--- src/rtl/core/crb_pkg.sv ---
// ----------------------------------------------------------------------------
// crb_pkg
// types and constants of the chunk reassembly buffer
// ----------------------------------------------------------------------------
package crb_pkg;

  // width of the generation tag kept beside every payload byte
  localparam int EPOCH_W = 12;

  typedef enum logic [1:0] {
    FUNC_HEADER = 2'd0,
    FUNC_DATA   = 2'd1,
    FUNC_READ   = 2'd2,
    FUNC_NONE   = 2'd3
  } crb_func_t;

  typedef enum logic [3:0] {
    STS_HDR_OK    = 4'd0,
    STS_STORED    = 4'd1,
    STS_CHUNK     = 4'd2,
    STS_COMPLETE  = 4'd3,
    STS_BAD_INDEX = 4'd4,
    STS_BOUNDS    = 4'd5,
    STS_SHORT     = 4'd6,
    STS_CAPACITY  = 4'd7,
    STS_IGNORED   = 4'd8,
    STS_READ      = 4'd9
  } crb_status_t;

  typedef enum logic [1:0] {
    CS_CLEAR,
    CS_RUN,
    CS_READ
  } crb_state_t;

  typedef struct packed {
    logic [1:0]  func;
    logic [31:0] msg_sequence;
    logic [15:0] chunk_number;
    logic [15:0] chunk_total;
    logic [15:0] byte_offset;
    logic [10:0] chunk_length;
    logic [15:0] message_length;
    logic [10:0] bytes_available;
    logic [7:0]  data_byte;
    logic [13:0] read_address;
  } crb_item_t;

  typedef struct packed {
    logic [3:0]  status;
    logic [7:0]  read_byte;
    logic [8:0]  chunks_received;
    logic [14:0] assembly_size;
    logic [31:0] assembly_sequence;
  } crb_result_t;

  typedef struct packed {
    logic take;
    logic load_read;
    logic clear_step;
  } crb_cmd_t;

  typedef struct packed {
    logic is_read;
    logic wrap;
    logic clear_last;
    logic out_free;
  } crb_stat_t;

endpackage

--- src/rtl/core/crb_ctrl.sv ---
// ----------------------------------------------------------------------------
// crb_ctrl
// sequencer: clearing pass, item acceptance and the read data cycle
// ----------------------------------------------------------------------------
module crb_ctrl (
  input  logic                clk,
  input  logic                rst_n,
  input  logic                in_valid,
  input  crb_pkg::crb_stat_t  stat,
  output logic                in_ready,
  output crb_pkg::crb_cmd_t   cmd
);

  crb_pkg::crb_state_t state_r, state_nxt;

  always_ff @(posedge clk) begin
    if (!rst_n) begin
      state_r <= crb_pkg::CS_CLEAR;
    end else begin
      state_r <= state_nxt;
    end
  end

  always_comb begin
    state_nxt = state_r;
    unique case (state_r)
      crb_pkg::CS_CLEAR: begin
        if (stat.clear_last) begin
          state_nxt = crb_pkg::CS_RUN;
        end
      end
      crb_pkg::CS_RUN: begin
        if (cmd.take) begin
          priority if (stat.is_read) begin
            state_nxt = crb_pkg::CS_READ;
          end else if (stat.wrap) begin
            state_nxt = crb_pkg::CS_CLEAR;
          end
        end
      end
      crb_pkg::CS_READ: begin
        state_nxt = crb_pkg::CS_RUN;
      end
      default: begin
        state_nxt = crb_pkg::CS_CLEAR;
      end
    endcase
  end

  always_comb begin
    in_ready       = (state_r == crb_pkg::CS_RUN) && stat.out_free;
    cmd.take       = in_valid && in_ready;
    cmd.load_read  = (state_r == crb_pkg::CS_READ);
    cmd.clear_step = (state_r == crb_pkg::CS_CLEAR);
  end

endmodule

--- config.mk ---
export PLATFORM = sky130hd
export DESIGN_NAME = crb_ctrl
export DESIGN_NICKNAME = d
export VERILOG_FILES = /design/src/rtl/core/crb_pkg.sv /design/src/rtl/core/crb_ctrl.sv
export SDC_FILE = /design/constraint.sdc
export NUM_CORES = 1
export LEC_CHECK = 0
export ABC_AREA = 1
export BUFFER_PORTS_ARGS = -buffer_cell sky130_fd_sc_hd__buf_4
export CAP_MARGIN = 20
export CORE_AREA = 2 2 39 41
export DETAILED_ROUTE_END_ITERATION = 8
export DIE_AREA = 0 0 41 43
export HOLD_SLACK_MARGIN = 0.1
export PLACE_DENSITY = 0.3
export SYNTH_ARGS = -nofsm -noshare
export SYNTH_HDL_FRONTEND = slang
export SYNTH_SLANG_ARGS = --single-unit
--- constraint.sdc ---
create_clock -name clk -period 1 [get_ports clk]
set_input_delay 0.2 -clock clk [delete_from_list [all_inputs] [get_ports clk]]
set_output_delay 0.2 -clock clk [all_outputs]
set_load 0.01 [all_outputs]
==> results.cfg <==
[status]
status = complete, but fails checks
violations = setup timing

[critical_path]
worstReg2RegEnd = state_r[0]$_SDFFE_PN0P_
r2r_setup_slack_ns = 0.07
reg2regPathDepth = 5
worstSetupEndpointType = primary output
arrival_ns = 0.97
required_ns = 0.80
reg2reg_from = state_r[1]$_SDFFE_PN0P_
cp-start-kind = flop
critPathKind = flop to primary output
crit_path_max_fanout = 2

[sta]
report.final.slew_viol_count = 0
finalCriticalPeriod_ns = 1.170
relSlewSlack = 0.8903
skew_ns = 0.004727
fmax_ghz = 0.8550
fin_crit_sh = 1.170
rsz0062_at_grt = true
hold_viol_final = 0
setup_tns_ns = -0.4089
setup_viol = 4
worst_pin_slew_ns = 0.1639
finalWorstSetupSlack_ns = -0.1696

[drt]
route.met3.wl_um = 66
initialDrtViolationCount = 3
route.detailed.drc = 0
routed_wl_um = 416
wl_met1_um = 179
first_pass_iters = 2
post_drt_wl_per_cell_um = 7.429
highest_layer = met3
vias_per_cell = 3.375
drtAntennaViolNets = 0
vias = 189
wl_met2_um = 170

[final_layout]
drive_above_1_share = 0.7000
largest_register_ffs = 2
antenna_cells = 0
syn_to_final_growth_pct = 135.2
utilization = 0.2233
top_regs = state_r x2
top_register = state_r
final_common_cell = buf_4
final_nets = 49
layout_common_cells = 13 x buf_4, 4 x inv_1, 3 x nor2_2, 3 x nand2_1, 3 x clkbuf_4

[synth]
syn-num-nets = 29
yosysSeqAreaShare = 0.3048
synth_top_family_by_area = simple AND/OR/NAND/NOR gates
avgSynthCellArea_um2 = 5.972
ys_types = 9
synth-seq-cells = 2
synthesis.area_um2 = 131.4
synth_simple_gate_area_frac = 0.4476
synth_area_leaders = dfxtp_1 30%, inv_1 14%, nand2_1 11%, nor2_2 9.5%, nor2_1 8.6%
yosys_warnings = 0
synth_top_cell_by_area = dfxtp_1
synthAdderAreaFrac = 0
synth_compound_area_frac = 0.07619
yosys-mux-area-fraction = 0
synth_xor_xnor_area_share = 0
synthCells = 22
synth_top_area_frac = 0.3048

[power]
pwr-share-comb = 0.249
swShare = 0.2516
p_sw_w = 0.00009065
p_int_w = 0.0002697
power_density_nw_per_um2 = 1166
clockPowerShare = 0.502
leakage_nw = 0.1642
ir_drop_mv = 0.6243
sequentialPowerShare = 0.249

[cts]
clkLatencyLatePin_ns = 0.23
clock-sinks = 2
postCtsHoldBufs = 0
root_buffer = clkbuf_4
cts_max_level = 1
cts_inserted_buffers = 3
cts_buffer_depth = 2
cts_tree = done
clkTransAtPathRegs_ns = 0.03

[global_routing]
grt_pass1_vias = 163
grt_pass1_wl_um = 565
grt-ovfl-total = 0
antenna_found_initial = 0
gr-usage-all-layers = 0.05005
grt_max_degree = 4

[floorplanning]
die_w_um = 41
coreArea_um2 = 1384
rows = 14
dieArea_um2 = 1763
initial_utilization = 0.09494
ios = 11
die_y_um = 43

[worst_hold_path]
whs_path_depth = 3
hold_end = state_r[0]$_SDFFE_PN0P_
worstHoldStart = rst_n
hold_class = input pin to flop

[place]
place.gp.congestion = 0.6418
dp_hpwl_um = 308.1
port_buffers = 10

[run]
maxCapViolations = 0
[worst max-delay path by stage]
| stage | start | endpoint | slack [ns] | depth (start not counted) |
|---|---|---|---|---|
| 2_1_floorplan | state_r[1]$_SDFFE_PN0P_ | cmd[2] | 0.04 | 5 |
| 3_3_place_gp | state_r[0]$_SDFFE_PN0P_ | cmd[2] | 0.03 | 5 |
| 3_5_place_dp | state_r[0]$_SDFFE_PN0P_ | cmd[2] | 0.01 | 5 |
| 4_1_cts | state_r[1]$_SDFFE_PN0P_ | cmd[2] | -0.20 | 6 |
| 5_1_grt | state_r[1]$_SDFFE_PN0P_ | cmd[2] | -0.24 | 6 |
| 6_report | state_r[1]$_SDFFE_PN0P_ | cmd[2] | -0.17 | 6 |
[metal layers]
layer | vias to the layer above | global-route usage
met2 | 10 | 0.07188
met5 | - | 0
met4 | 0 | 0
met3 | 0 | 0.06283
met1 | 78 | 0.04777
li1 | 101 | -
[stage by stage]
step	instances	power (W)	instance area, um2	setup slack [ns]	hold slack [ns]
floorplan	22	0.0001200	131.4	0.03721	0.2976
global placement	51	0.0001639	249.0	0.03488	0.4108
detailed placement	51	0.0001639	249.0	0.01276	0.4062
CTS	57	0.0003590	305.3	-0.1967	0.1769
global route	56	0.0003853	309.0	-0.2446	0.1931
finish	56	0.0003603	309.0	-0.1696	0.1765
[critical path, stage by stage, from the launching register on]
cell,delay [ns]
dfxtp_2,0.31
inv_2,0.06
nand2_2,0.05
nor2_2,0.10
nand2_1,0.07
inv_1,0.06
buf_6,0.09
[area by class of cell]
| type | instances | area, um2 |
|---|---|---|
| Fill cell | 158 | 1075 |
| Timing Repair Buffer | 15 | 120.1 |
| Multi-Input combinational cell | 14 | 81.33 |
| Sequential cell | 2 | 42.54 |
| Clock buffer | 3 | 22.52 |
| Inverter | 6 | 22.52 |
| Tap cell | 16 | 20.02 |
[power groups by stage]
stage / combinational (W) / sequential [W] / clock, W
2_1_floorplan: 0.0000308 / 0.0000892 / 0
3_3_place_gp: 0.0000745 / 0.0000894 / 0
3_5_place_dp: 0.0000744 / 0.0000895 / 0
4_1_cts: 0.0000818 / 0.0000900 / 0.000187
5_1_grt: 0.000100 / 0.0000900 / 0.000195
6_report: 0.0000898 / 0.0000897 / 0.000181
[cell families (layout without fill, tap and decap cells)]
group	count (synthesis)	count (layout)
and+or+nand+nor	12	12
DFF	2	2
AOI/OAI and AO/OA	2	2
buffers and inverters	6	24
[Yosys cell counts, drive strengths merged]
cell   count
nor3       1
nor2       5
nand2      4
dfxtp      2
nand3      2
o21ai      2
inv        6
[what timing repair did]
| action | in CTS | in global routing |
|---|---|---|
| pin swaps | 3 | 2 |
| gates resized for setup | 6 | 3 |
| setup buffers | 3 | 1 |
| setup endpoints to repair | 4 | 5 |
(Power assumes the default switching activity.)
